===== src/rtl/core/i2cmbs_pkg.sv =====
// ----------------------------------------------------------------------------
// i2cmbs_pkg: shared types and constants for the I2C master bit sequencer
// Operation codes, sequence widths and the result record.
// ----------------------------------------------------------------------------
`default_nettype none

package i2cmbs_pkg;

  localparam int unsigned OP_W    = 3;
  localparam int unsigned BYTE_W  = 8;
  localparam int unsigned PHASE_W = 3;
  localparam int unsigned BITS_W  = 4;
  localparam int unsigned POLL_W  = 8;

  localparam logic [BYTE_W-1:0] TIMEOUT_RESET = 8'd250;
  localparam logic [BITS_W-1:0] LAST_BIT      = 4'd7;

  // Operation codes; stop-with-error exists only as an internal sequence
  typedef enum logic [OP_W-1:0] {
    OP_TICK     = 3'd0,
    OP_START    = 3'd1,
    OP_STOP     = 3'd2,
    OP_WRITE    = 3'd3,
    OP_WAIT     = 3'd4,
    OP_READ     = 3'd5,
    OP_STOP_ERR = 3'd6
  } op_e_t;

  // Sequence phases (values of the phase counter)
  localparam logic [PHASE_W-1:0] PH_0 = 3'd0;
  localparam logic [PHASE_W-1:0] PH_1 = 3'd1;
  localparam logic [PHASE_W-1:0] PH_2 = 3'd2;
  localparam logic [PHASE_W-1:0] PH_3 = 3'd3;
  localparam logic [PHASE_W-1:0] PH_4 = 3'd4;

  // One result transfer
  typedef struct packed {
    logic              scl;
    logic              sda_out;
    logic              sda_drive;
    logic              busy_res;
    logic              done_res;
    logic              ack_error;
    logic [BYTE_W-1:0] read_data;
  } res_t;

endpackage

`default_nettype wire


===== src/rtl/core/i2c_master_bit_sequencer_unit.sv =====
// ----------------------------------------------------------------------------
// i2c_master_bit_sequencer_unit: I2C master line sequencer
// Loads start, stop, write, acknowledge-wait and read sequences and applies
// one SCL/SDA pin update per tick, sending and receiving MSB first.
// ----------------------------------------------------------------------------
//
//  Channel  Direction  Handshake            Payload
//  in_      input      in_valid / in_stall  operation, data_byte, sda_level
//  out_     output     out_valid/out_stall  scl, sda_out, sda_drive, busy_res,
//                                           done_res, ack_error, read_data
//  cfg_     input      cfg_wr_en            cfg_wr_data (ack_timeout)
//
//  One item per clock while in_stall is low: each accepted transfer updates
//  the sequencer state, and its result is registered in out_r or skid_r.
//  The output register plus a one-entry skid buffer let input keep flowing
//  while a result waits; in_stall rises only when both hold results.
//  Synchronous active-low reset idles the sequencer, drives both lines high
//  and restores ack_timeout to 250.
// ----------------------------------------------------------------------------
`default_nettype none

module i2c_master_bit_sequencer_unit (
  input  wire logic                         clk,
  input  wire logic                         rst_n,
  // configuration
  input  wire logic                         cfg_wr_en,
  input  wire logic [i2cmbs_pkg::BYTE_W-1:0] cfg_wr_data,
  // input channel
  input  wire logic                         in_valid,
  output logic                              in_stall,
  input  wire logic [i2cmbs_pkg::OP_W-1:0]   in_operation,
  input  wire logic [i2cmbs_pkg::BYTE_W-1:0] in_data_byte,
  input  wire logic                         in_sda_level,
  // result channel
  output logic                              out_valid,
  input  wire logic                         out_stall,
  output logic                              out_scl,
  output logic                              out_sda_out,
  output logic                              out_sda_drive,
  output logic                              out_busy_res,
  output logic                              out_done_res,
  output logic                              out_ack_error,
  output logic [i2cmbs_pkg::BYTE_W-1:0]      out_read_data
);

  // Sequencer state
  logic [i2cmbs_pkg::BYTE_W-1:0]  timeout_r;
  i2cmbs_pkg::op_e_t              active_op_r, active_op_nxt;
  logic [i2cmbs_pkg::PHASE_W-1:0] phase_r, phase_nxt;
  logic [i2cmbs_pkg::BITS_W-1:0]  bit_cnt_r, bit_cnt_nxt;
  logic [i2cmbs_pkg::BYTE_W-1:0]  shift_r, shift_nxt;
  logic [i2cmbs_pkg::POLL_W-1:0]  poll_r, poll_nxt;
  logic                           scl_r, scl_nxt;
  logic                           sda_r, sda_nxt;
  logic                           drive_r, drive_nxt;

  // Output register and skid buffer
  i2cmbs_pkg::res_t out_r, skid_r, res_nxt;
  logic             out_vld_r, skid_vld_r;

  logic             in_xfer, out_xfer;
  logic [i2cmbs_pkg::POLL_W:0] poll_inc;
  logic             done, err;
  logic [i2cmbs_pkg::BYTE_W-1:0] rdata;
  logic             is_cmd;

  assign in_stall = skid_vld_r;
  assign in_xfer  = in_valid & ~skid_vld_r;
  assign out_xfer = out_vld_r & ~out_stall;

  assign is_cmd   = (in_operation >= i2cmbs_pkg::OP_START) &&
                    (in_operation <= i2cmbs_pkg::OP_READ);
  assign poll_inc = {1'b0, poll_r} + {{i2cmbs_pkg::POLL_W{1'b0}}, 1'b1};

  // Step the active sequence for one transfer
  always_comb begin
    active_op_nxt = active_op_r;
    phase_nxt     = phase_r;
    bit_cnt_nxt   = bit_cnt_r;
    shift_nxt     = shift_r;
    poll_nxt      = poll_r;
    scl_nxt       = scl_r;
    sda_nxt       = sda_r;
    drive_nxt     = drive_r;
    done          = 1'b0;
    err           = 1'b0;
    rdata         = '0;

    if (active_op_r == i2cmbs_pkg::OP_TICK) begin
      // load a command while idle
      if (is_cmd) begin
        active_op_nxt = i2cmbs_pkg::op_e_t'(in_operation);
        phase_nxt     = i2cmbs_pkg::PH_0;
        bit_cnt_nxt   = '0;
        poll_nxt      = '0;
        shift_nxt     = (in_operation == i2cmbs_pkg::OP_WRITE) ? in_data_byte : '0;
      end
    end else if (in_operation == i2cmbs_pkg::OP_TICK) begin
      unique case (active_op_r)
        i2cmbs_pkg::OP_START: begin
          unique case (phase_r)
            i2cmbs_pkg::PH_0: begin
              drive_nxt = 1'b1;
              sda_nxt   = 1'b1;
            end
            i2cmbs_pkg::PH_1: scl_nxt = 1'b1;
            i2cmbs_pkg::PH_2: sda_nxt = 1'b0;
            default: begin
              scl_nxt = 1'b0;
              done    = 1'b1;
            end
          endcase
          phase_nxt = phase_r + 1'b1;
        end
        i2cmbs_pkg::OP_STOP, i2cmbs_pkg::OP_STOP_ERR: begin
          unique case (phase_r)
            i2cmbs_pkg::PH_0: scl_nxt = 1'b0;
            i2cmbs_pkg::PH_1: begin
              drive_nxt = 1'b1;
              sda_nxt   = 1'b0;
            end
            i2cmbs_pkg::PH_2: scl_nxt = 1'b1;
            default: begin
              sda_nxt = 1'b1;
              done    = 1'b1;
              err     = (active_op_r == i2cmbs_pkg::OP_STOP_ERR);
            end
          endcase
          phase_nxt = phase_r + 1'b1;
        end
        i2cmbs_pkg::OP_WRITE: begin
          unique case (phase_r)
            i2cmbs_pkg::PH_0: begin
              drive_nxt = 1'b1;
              scl_nxt   = 1'b0;
              phase_nxt = i2cmbs_pkg::PH_1;
            end
            i2cmbs_pkg::PH_1: begin
              sda_nxt   = shift_r[i2cmbs_pkg::BYTE_W-1];
              phase_nxt = i2cmbs_pkg::PH_2;
            end
            i2cmbs_pkg::PH_2: begin
              scl_nxt   = 1'b1;
              phase_nxt = i2cmbs_pkg::PH_3;
            end
            default: begin
              scl_nxt     = 1'b0;
              shift_nxt   = {shift_r[i2cmbs_pkg::BYTE_W-2:0], 1'b0};
              bit_cnt_nxt = bit_cnt_r + 1'b1;
              phase_nxt   = i2cmbs_pkg::PH_0;
              done        = (bit_cnt_r >= i2cmbs_pkg::LAST_BIT);
            end
          endcase
        end
        i2cmbs_pkg::OP_WAIT: begin
          if (phase_r == i2cmbs_pkg::PH_0) begin
            // release SDA and raise SCL
            drive_nxt = 1'b0;
            scl_nxt   = 1'b1;
            poll_nxt  = '0;
            phase_nxt = i2cmbs_pkg::PH_1;
          end else if (!in_sda_level) begin
            scl_nxt = 1'b0;
            done    = 1'b1;
          end else if (poll_inc > {1'b0, timeout_r}) begin
            // no acknowledge: run a stop and flag it at the end
            active_op_nxt = i2cmbs_pkg::OP_STOP_ERR;
            phase_nxt     = i2cmbs_pkg::PH_0;
            poll_nxt      = '0;
          end else begin
            poll_nxt = poll_inc[i2cmbs_pkg::POLL_W-1:0];
          end
        end
        i2cmbs_pkg::OP_READ: begin
          unique case (phase_r)
            i2cmbs_pkg::PH_0: begin
              sda_nxt   = 1'b1;
              drive_nxt = 1'b0;
              phase_nxt = i2cmbs_pkg::PH_1;
            end
            i2cmbs_pkg::PH_1: begin
              scl_nxt   = 1'b0;
              phase_nxt = i2cmbs_pkg::PH_2;
            end
            i2cmbs_pkg::PH_2: begin
              scl_nxt   = 1'b1;
              phase_nxt = i2cmbs_pkg::PH_3;
            end
            i2cmbs_pkg::PH_3: begin
              // sample SDA into the low bit
              shift_nxt   = {shift_r[i2cmbs_pkg::BYTE_W-2:0], in_sda_level};
              bit_cnt_nxt = bit_cnt_r + 1'b1;
              phase_nxt   = (bit_cnt_r >= i2cmbs_pkg::LAST_BIT) ?
                            i2cmbs_pkg::PH_4 : i2cmbs_pkg::PH_1;
            end
            default: begin
              scl_nxt = 1'b0;
              done    = 1'b1;
              rdata   = shift_r;
            end
          endcase
        end
        default: begin
          active_op_nxt = i2cmbs_pkg::OP_TICK;
          phase_nxt     = '0;
          bit_cnt_nxt   = '0;
        end
      endcase

      // drop back to idle once a sequence finishes
      if (done) begin
        active_op_nxt = i2cmbs_pkg::OP_TICK;
        phase_nxt     = '0;
        bit_cnt_nxt   = '0;
      end
    end

    res_nxt.scl       = scl_nxt;
    res_nxt.sda_out   = sda_nxt;
    res_nxt.sda_drive = drive_nxt;
    res_nxt.busy_res  = (active_op_nxt != i2cmbs_pkg::OP_TICK);
    res_nxt.done_res  = done;
    res_nxt.ack_error = err;
    res_nxt.read_data = rdata;
  end

  // Hold configuration and sequencer state
  always_ff @(posedge clk) begin
    if (!rst_n) begin
      timeout_r   <= i2cmbs_pkg::TIMEOUT_RESET;
      active_op_r <= i2cmbs_pkg::OP_TICK;
      phase_r     <= '0;
      bit_cnt_r   <= '0;
      shift_r     <= '0;
      poll_r      <= '0;
      scl_r       <= 1'b1;
      sda_r       <= 1'b1;
      drive_r     <= 1'b1;
    end else begin
      if (cfg_wr_en) begin
        timeout_r <= cfg_wr_data;
      end
      if (in_xfer) begin
        active_op_r <= active_op_nxt;
        phase_r     <= phase_nxt;
        bit_cnt_r   <= bit_cnt_nxt;
        shift_r     <= shift_nxt;
        poll_r      <= poll_nxt;
        scl_r       <= scl_nxt;
        sda_r       <= sda_nxt;
        drive_r     <= drive_nxt;
      end
    end
  end

  // Advance the output register and skid buffer
  always_ff @(posedge clk) begin
    if (!rst_n) begin
      out_vld_r  <= 1'b0;
      skid_vld_r <= 1'b0;
    end else begin
      if (!out_vld_r || out_xfer) begin
        if (skid_vld_r) begin
          out_vld_r  <= 1'b1;
          skid_vld_r <= 1'b0;
        end else begin
          out_vld_r <= in_xfer;
        end
      end
      if (in_xfer && out_vld_r && !(out_xfer && !skid_vld_r)) begin
        skid_vld_r <= 1'b1;
      end
    end
  end

  // Move payloads alongside the valid flags
  always_ff @(posedge clk) begin
    if (!out_vld_r || out_xfer) begin
      if (skid_vld_r) begin
        out_r <= skid_r;
      end else begin
        out_r <= res_nxt;
      end
    end
    if (in_xfer && out_vld_r && !(out_xfer && !skid_vld_r)) begin
      skid_r <= res_nxt;
    end
  end

  assign out_valid     = out_vld_r;
  assign out_scl       = out_r.scl;
  assign out_sda_out   = out_r.sda_out;
  assign out_sda_drive = out_r.sda_drive;
  assign out_busy_res  = out_r.busy_res;
  assign out_done_res  = out_r.done_res;
  assign out_ack_error = out_r.ack_error;
  assign out_read_data = out_r.read_data;

endmodule

`default_nettype wire

===== config.mk =====
export PLATFORM = sky130hd
export DESIGN_NAME = i2c_master_bit_sequencer_unit
export DESIGN_NICKNAME = d
export VERILOG_FILES = /design/src/rtl/core/i2cmbs_pkg.sv /design/src/rtl/core/i2c_master_bit_sequencer_unit.sv
export SDC_FILE = /design/constraint.sdc
export NUM_CORES = 1
export LEC_CHECK = 0
export ABC_AREA = 1
export BUFFER_PORTS_ARGS = -buffer_cell sky130_fd_sc_hd__buf_2
export CAP_MARGIN = 20
export CORE_ASPECT_RATIO = 0.6
export CORE_MARGIN = 5
export CORE_UTILIZATION = 24
export DETAILED_ROUTE_END_ITERATION = 8
export GPL_TIMING_DRIVEN = 0
export PLACE_DENSITY = 0.43
export REMOVE_ABC_BUFFERS = 1
export SLEW_MARGIN = 30
export SYNTH_ARGS = -nofsm -noshare
export SYNTH_HDL_FRONTEND = slang
export SYNTH_SLANG_ARGS = --single-unit

===== constraint.sdc =====
create_clock -name clk -period 3.15 [get_ports clk]
set_input_delay 0.1575 -clock clk [delete_from_list [all_inputs] [get_ports clk]]
set_output_delay 0.1575 -clock clk [all_outputs]
set_load 0.02 [all_outputs]

Word-level counts from Yosys, hierarchy flattened
Index checks and enable logic that the tools add are counted.
{"block": "word_totals", "ff_bits": 67, "inputBits": 25, "out_inout_bits": 16, "wordCells": 170}
{"block": "classes", "addsub": 3, "magnitude_cmp": 4, "n_eq_ne": 19, "n_mux": 84, "bitwise_logic": 4, "n_reduce_logical": 31}
{"operator": "2-to-1 mux 8 bit", "count": 17}
{"operator": "2-to-1 mux 3 bit", "count": 15}
{"operator": "2-to-1 mux 1 bit", "count": 29}
{"operator": "2-to-1 mux 4 bit", "count": 6}
{"operator": "one-hot mux 3 bit (4 select lines)", "count": 2}
{"operator": "AND reduction 6 bit", "count": 3}
{"operator": "one-hot mux 8 bit (2 select lines)", "count": 1}
{"operator": "== test 3 x 2 -> 1 bit (second input constant)", "count": 5}
{"operator": "2-to-1 mux 14 bit", "count": 1}
{"operator": "one-hot mux 1 bit (2 select lines)", "count": 6}
{"operator": "one-hot mux 4 bit (3 select lines)", "count": 1}
{"operator": "inequality test 5 bit (second input constant)", "count": 2}
{"operator": "OR reduction 2 bit", "count": 5}
{"operator": "adder 8 x 1 -> 9 bit (second input constant)", "count": 1}
{"operator": "== test 3 bit (second input constant)", "count": 3}
{"operator": "greater-than comparator 9 x 8 -> 1 bit", "count": 1}
{"operator": "zero test 3 bit", "count": 3}
{"operator": "nonzero test 3 bit", "count": 3}
{"operator": "inequality test 4 bit (second input constant)", "count": 2}
{"operator": "one-hot mux 1 bit (4 select lines)", "count": 2}
{"operator": "OR reduction 4 bit", "count": 2}
{"operator": "inequality test 7 bit (second input constant)", "count": 1}
{"operator": "== test 3 x 1 -> 1 bit (second input constant)", "count": 2}
{"operator": "inequality test 3 bit (second input constant)", "count": 2}
{"operator": "other kinds (20)", "count": 30}

Longest topological paths before layout
{"block": "logic_depth", "word_depth": 11, "ltp_mapped": 17, "mapped_depth_nobuf": 17}

Least setup slack after synthesis
No wires, ideal clock.
{"block": "synth_path", "path_kind": "reg2reg", "start": "reg poll_r[0] (netlist bit)", "end": "reg skid_r[10] (netlist bit) (data pin)", "setup_time_ns": 0.259, "t_arrival_ns": 1.986, "required_ns": 2.891, "slack_ns": 0.904, "stages_incl_launch_ff": 17, "path_buffers": 0, "period_less_slack_ns": 2.246, "cell_sequence": "dfxtp_1 ha_1 nand3_1 nor2_1 xor2_1 ha_1 nand2_1 nand2_1 nand2_1 nand2_1 nor2_1 nand2_1 nand3_1 nand2_1 nand2_1 nand2_1 or2_1"}
{"element": "start: declaration", "line": "i2c_master_bit_sequencer_unit.sv:52", "text": "logic [i2cmbs_pkg::POLL_W-1:0] poll_r, poll_nxt;"}
{"element": "start signal: assignment", "line": "i2c_master_bit_sequencer_unit.sv:248", "text": "poll_r <= poll_nxt;"}
{"element": "end signal: assignment", "line": "i2c_master_bit_sequencer_unit.sv:286", "text": "skid_r <= res_nxt;"}
{"element": "end: declaration", "line": "i2c_master_bit_sequencer_unit.sv:58", "text": "i2cmbs_pkg::res_t out_r, skid_r, res_nxt;"}

Worst setup path after layout
{"block": "layout_path", "start": "reg poll_r[0] (netlist bit)", "end": "reg poll_r[2] (netlist bit)"}
{"block": "layout_via", "elab_chain_cells": 8}
{"element": "adder 8 x 1 -> 9 bit (*)", "line": "i2c_master_bit_sequencer_unit.sv:73", "text": "assign poll_inc = {1'b0, poll_r} + {{i2cmbs_pkg::POLL_W{1'b0}}, 1'b1};"}
{"element": "greater-than comparator 9 x 8 -> 1 bit", "line": "i2c_master_bit_sequencer_unit.sv:165", "text": "end else if (poll_inc > {1'b0, timeout_r}) begin"}
{"element": "2-to-1 mux 8 bit (*)", "line": "i2c_master_bit_sequencer_unit.sv:165"}
{"element": "2-to-1 mux 8 bit (*)", "line": "i2c_master_bit_sequencer_unit.sv:162", "text": "end else if (!in_sda_level) begin"}
{"element": "2-to-1 mux 8 bit (*)", "line": "i2c_master_bit_sequencer_unit.sv:156", "text": "if (phase_r == i2cmbs_pkg::PH_0) begin"}
{"element": "2-to-1 mux 8 bit (*)", "line": "i2c_master_bit_sequencer_unit.sv:99", "text": "unique case (active_op_r)"}
{"element": "2-to-1 mux 8 bit (*)", "line": "i2c_master_bit_sequencer_unit.sv:98", "text": "end else if (in_operation == i2cmbs_pkg::OP_TICK) begin"}
{"element": "2-to-1 mux 8 bit (*)", "line": "i2c_master_bit_sequencer_unit.sv:89", "text": "if (active_op_r == i2cmbs_pkg::OP_TICK) begin"}
Mark *: on every way between the ends. The rest lies on a longest branch, timed or not. The select of a mux whose other input is x is not followed.
A chain may end at the register's enable or synchronous reset.

==> flow_summary.json <==
{
  "status": "complete, no violations",
  "synth_top_cells_by_area": "edfxtp_1, dfxtp_1, nand2_1",
  "globalRoute.totalOverflow": 0,
  "worstReg2RegEnd": "poll_r[2]$_SDFFE_PN0P_",
  "worst_ir_drop_vdd_v": 0.000217,
  "switching_share_pct": 29.3,
  "grt_pass1_wl_um": 15900,
  "worst_hold_slack_ps": 35.4,
  "syn2layout_area_growth_pct": 18.8,
  "multi_input_comb_area_um2": 1760,
  "crit_path_frequent_cell": "nand2_1",
  "final-hold-violation-count": 0,
  "critical_path_class": "flip-flop to flip-flop",
  "asyncSetResetFlopFracSynth_pct": 0,
  "dpl_cell_area_um2": 4110,
  "port_buffers": 40,
  "tritoncts_clock_tree": "done",
  "critPathMaxFanout": 8,
  "ff2ff_path_depth": 16,
  "stdcell_count": 743,
  "finalMaxSlewViolations": 0,
  "final.fill_count": 1674,
  "postCtsHoldBufs": 0,
  "cts.repair_timing.setup_buffer_count": 0,
  "die_area_um2": 18100,
  "r2r_setup_slack_ps": 520,
  "syn_area_um2": 3710,
  "critPathLaunchType": "flip-flop",
  "worst_hold_path_type": "input pin to flip-flop",
  "grt_start_max_net_pins": 24,
  "path_clk_slew_ps": 60,
  "via_count": 3242,
  "pin_count": 41,
  "totalWireLength_um": 9640,
  "clockBufferDepth": 2,
  "ctsHtreeMaxLevel": 3,
  "seqCellArea_um2": 1620,
  "crit_path_end_kind": "flip-flop",
  "floorplan.rows": 35,
  "ys_seq_elements": 67,
  "die_height_um": 106,
  "fin_crit_sh_pct": 83.4,
  "antenna-diode-count": 0,
  "p_int_mw": 1.68,
  "post-route-drc-count": 0,
  "finish.net_count": 575,
  "detailed_placement_wirelength_estimate_um": 7230,
  "globalRouteTotalUtil_pct": 11.1,
  "synth_edf_count": 28,
  "clk_lat_worst_skew_ps": 330,
  "synth_cell_type_count": 38,
  "via_per_inst": 4.36,
  "fin_area_um2": 4400,
  "design.core.area_um2": 15200,
  "initial_antenna_violation_count": 0,
  "synth_top_area_share_pct": 22.7,
  "final_critical_path_required_period_ps": 2630,
  "cp.arrival_ps": 2870,
  "critical_path_depth": 16,
  "critical_path_buf_inv_count": 0,
  "critical_path_start": "poll_r[0]$_SDFFE_PN0P_",
  "number_of_global_route_vias_before_repair": 3028,
  "layout_cells_sized_above_1_pct": 15.2,
  "detailedRoute.firstPassIterationCount": 5,
  "gpl.final_weighted_congestion": 0.837,
  "postcts_resize_cnt": 0,
  "drt_iter0_markers": 224,
  "totalNegativeSetupSlack_ps": 0,
  "yosysSeqAreaShare_pct": 43.7,
  "drt.antenna.violating_nets": 0,
  "timing.critical_path.slowest_stage_cell": "dfxtp_1",
  "cts_buffers": 9,
  "share_seq_of_total_power_pct": 41.6,
  "synth_largest_area_cell": "edfxtp_1",
  "timing.final.setup_violations": 0,
  "clock-root-buffer": "clkbuf_16",
  "netlist_instances": 495,
  "clock.fmax_ghz": 0.381,
  "avgSynthCellArea_um2": 7.49,
  "crit_path_max_incr_delay_ps": 430,
  "crit_chain": "ha_1 -> nand3_1 -> nor2_1 -> xor2_1 -> ha_1 -> nand2_1 -> nand2_1 -> nand2_1 -> nand2_1 -> nor2_1 -> nand2_1 -> nand2_1 -> nand2_1 -> nor3_4 -> nand2_1 -> a21oi_1",
  "wl_per_cell_um": 13.0,
  "transition_time_at_the_pin_with_the_least_slew_margin_ps": 901,
  "synth-warning-count": 0,
  "power.net_switching_mw": 0.699,
  "p_comb_share_pct": 16.0,
  "synth-main-ff-cell": "dfxtp_1",
  "initial_utilization_pct": 24.3,
  "r2r_start": "poll_r[0]$_SDFFE_PN0P_",
  "max_cap_violations": 0,
  "rsz_0062_raised_after_global_routing": "false",
  "die_width_um": 170,
  "power_leakage_nw": 2.05,
  "power_density_nw_per_um2": 541,
  "clock_power_share_pct": 42.4,
  "path_delay_family": "simple AND/OR/NAND/NOR gates",
  "cp.required_ps": 3390,
  "slew_headroom_pct": 39.9,
  "placedCellCount": 727,
  "crit_end": "poll_r[2]$_SDFFE_PN0P_",
  "clock-sinks": 67,
  "holdPathStages": 3,
  "skew_ps": 6.67
}
power by group through the flow:
stage	registers (mW)	logic, mW	clock network, mW
finish	0.991	0.382	1.01
global route	0.999	0.438	1.07
CTS	0.992	0.385	1.04
detailed placement	1.01	0.383	0
global placement	1.01	0.378	0
floorplan	1.02	0.249	0
cell type report:
| cell class | count | area share, % |
|---|---|---|
| clock buffer | 9 | 5.11 |
| sequential | 67 | 36.8 |
| inverter | 74 | 6.31 |
| timing repair buffer | 40 | 4.55 |
| tap | 203 | 5.77 |
| multi-input combinational | 343 | 39.9 |
| clock inverter | 7 | 1.56 |
stage by stage:
step / util [%] / power [mW] / worst slack [ps]
after floorplan: - / 1.27 / 904
after global placement: 27.0 / 1.39 / 529
after detailed placement: 27.0 / 1.39 / 486
after CTS: 28.9 / 2.42 / 472
after global routing: 28.9 / 2.51 / 161
final: 28.9 / 2.38 / 524
per-layer routing:
layer | routed length [um] | global-route usage (%) | part of all wire, %
met1 | 5290 | 17.2 | 55
met2 | 3770 | 14.8 | 39
met3 | 470 | 2.71 | 4.9
met4 | 108 | 3.25 | 1.1
met5 | 0 | 0 | 0
cell usage in the layout, fill, tap and decap left out, types with 2 or more instances in the layout:
| cell | count |
|---|---|
| a21oi_1 | 45 |
| buf_2 | 40 |
| clkbuf_16 | 9 |
| clkinv_2 | 2 |
| clkinv_4 | 2 |
| dfxtp_1 | 39 |
| edfxtp_1 | 28 |
| ha_1 | 15 |
| inv_1 | 65 |
| inv_2 | 9 |
| nand2_1 | 126 |
| nand2_2 | 3 |
| nand2_4 | 3 |
| nand3_1 | 19 |
| nand3_2 | 2 |
| nand4_1 | 3 |
| nor2_1 | 39 |
| nor2_2 | 5 |
| nor3_1 | 13 |
| nor4_1 | 2 |
| o211ai_1 | 3 |
| o21ai_0 | 31 |
| o21ai_1 | 11 |
| o22ai_1 | 6 |
| xnor2_1 | 2 |
| xor2_1 | 4 |
state kept, by name, indices dropped and copies added (netlist names):
name	cells
out_sda_out	1
out_busy_res	1
sda_r	1
timeout_r	8
out_ack_error	1
in_stall	1
out_scl	1
skid_r	14
active_op_r	3
out_valid	1
bit_cnt_r	4
poll_r	8
phase_r	3
drive_r	1
out_read_data	8
out_sda_drive	1
out_done_res	1
shift_r	8
scl_r	1
synth_stat cells, types with 2 or more instances:
| cell | number |
|---|---|
| nor3_1 | 13 |
| o211ai_1 | 3 |
| dfxtp_1 | 39 |
| nand3_1 | 19 |
| o21ai_0 | 31 |
| nor2_2 | 4 |
| nand3_2 | 2 |
| xnor2_1 | 2 |
| nand2_2 | 3 |
| nor2_1 | 40 |
| nand2_1 | 126 |
| nor4_1 | 2 |
| xor2_1 | 4 |
| o21ai_1 | 11 |
| inv_1 | 65 |
| nand4_1 | 3 |
| nand2_4 | 3 |
| clkbuf_1 | 7 |
| inv_2 | 9 |
| a21oi_1 | 45 |
| edfxtp_1 | 28 |
| o22ai_1 | 6 |
| ha_1 | 15 |
worst min-delay path, stage by stage:
cell and delay, ps:
buf_2 70, a21oi_1 40, o21ai_0 60
worst min path at each step:
stage / startpoint / to / slack (ps)
2_1_floorplan: cfg_wr_en / timeout_r[7]$_SDFFE_PN1P_ / 260
4_1_cts: cfg_wr_data[7] / timeout_r[7]$_SDFFE_PN1P_ / 20
3_3_place_gp: cfg_wr_data[1] / timeout_r[1]$_SDFFE_PN1P_ / 370
5_1_grt: cfg_wr_data[3] / timeout_r[3]$_SDFFE_PN1P_ / 50
3_5_place_dp: cfg_wr_data[7] / timeout_r[7]$_SDFFE_PN1P_ / 380
6_report: cfg_wr_data[7] / timeout_r[7]$_SDFFE_PN1P_ / 40
logic make-up (layout without fill, tap and decap cells):
logic type | after synthesis | in the layout | synth area share [%]
flops | 67 | 67 | 43.7
fa+ha+maj | 15 | 15 | 5.06
xor+xnor | 6 | 6 | 1.42
simple gates | 220 | 220 | 26.2
buf+inv | 85 | 130 | 8.94
compound gates | 102 | 102 | 14.6
Power figures use the tool's default switching activity.
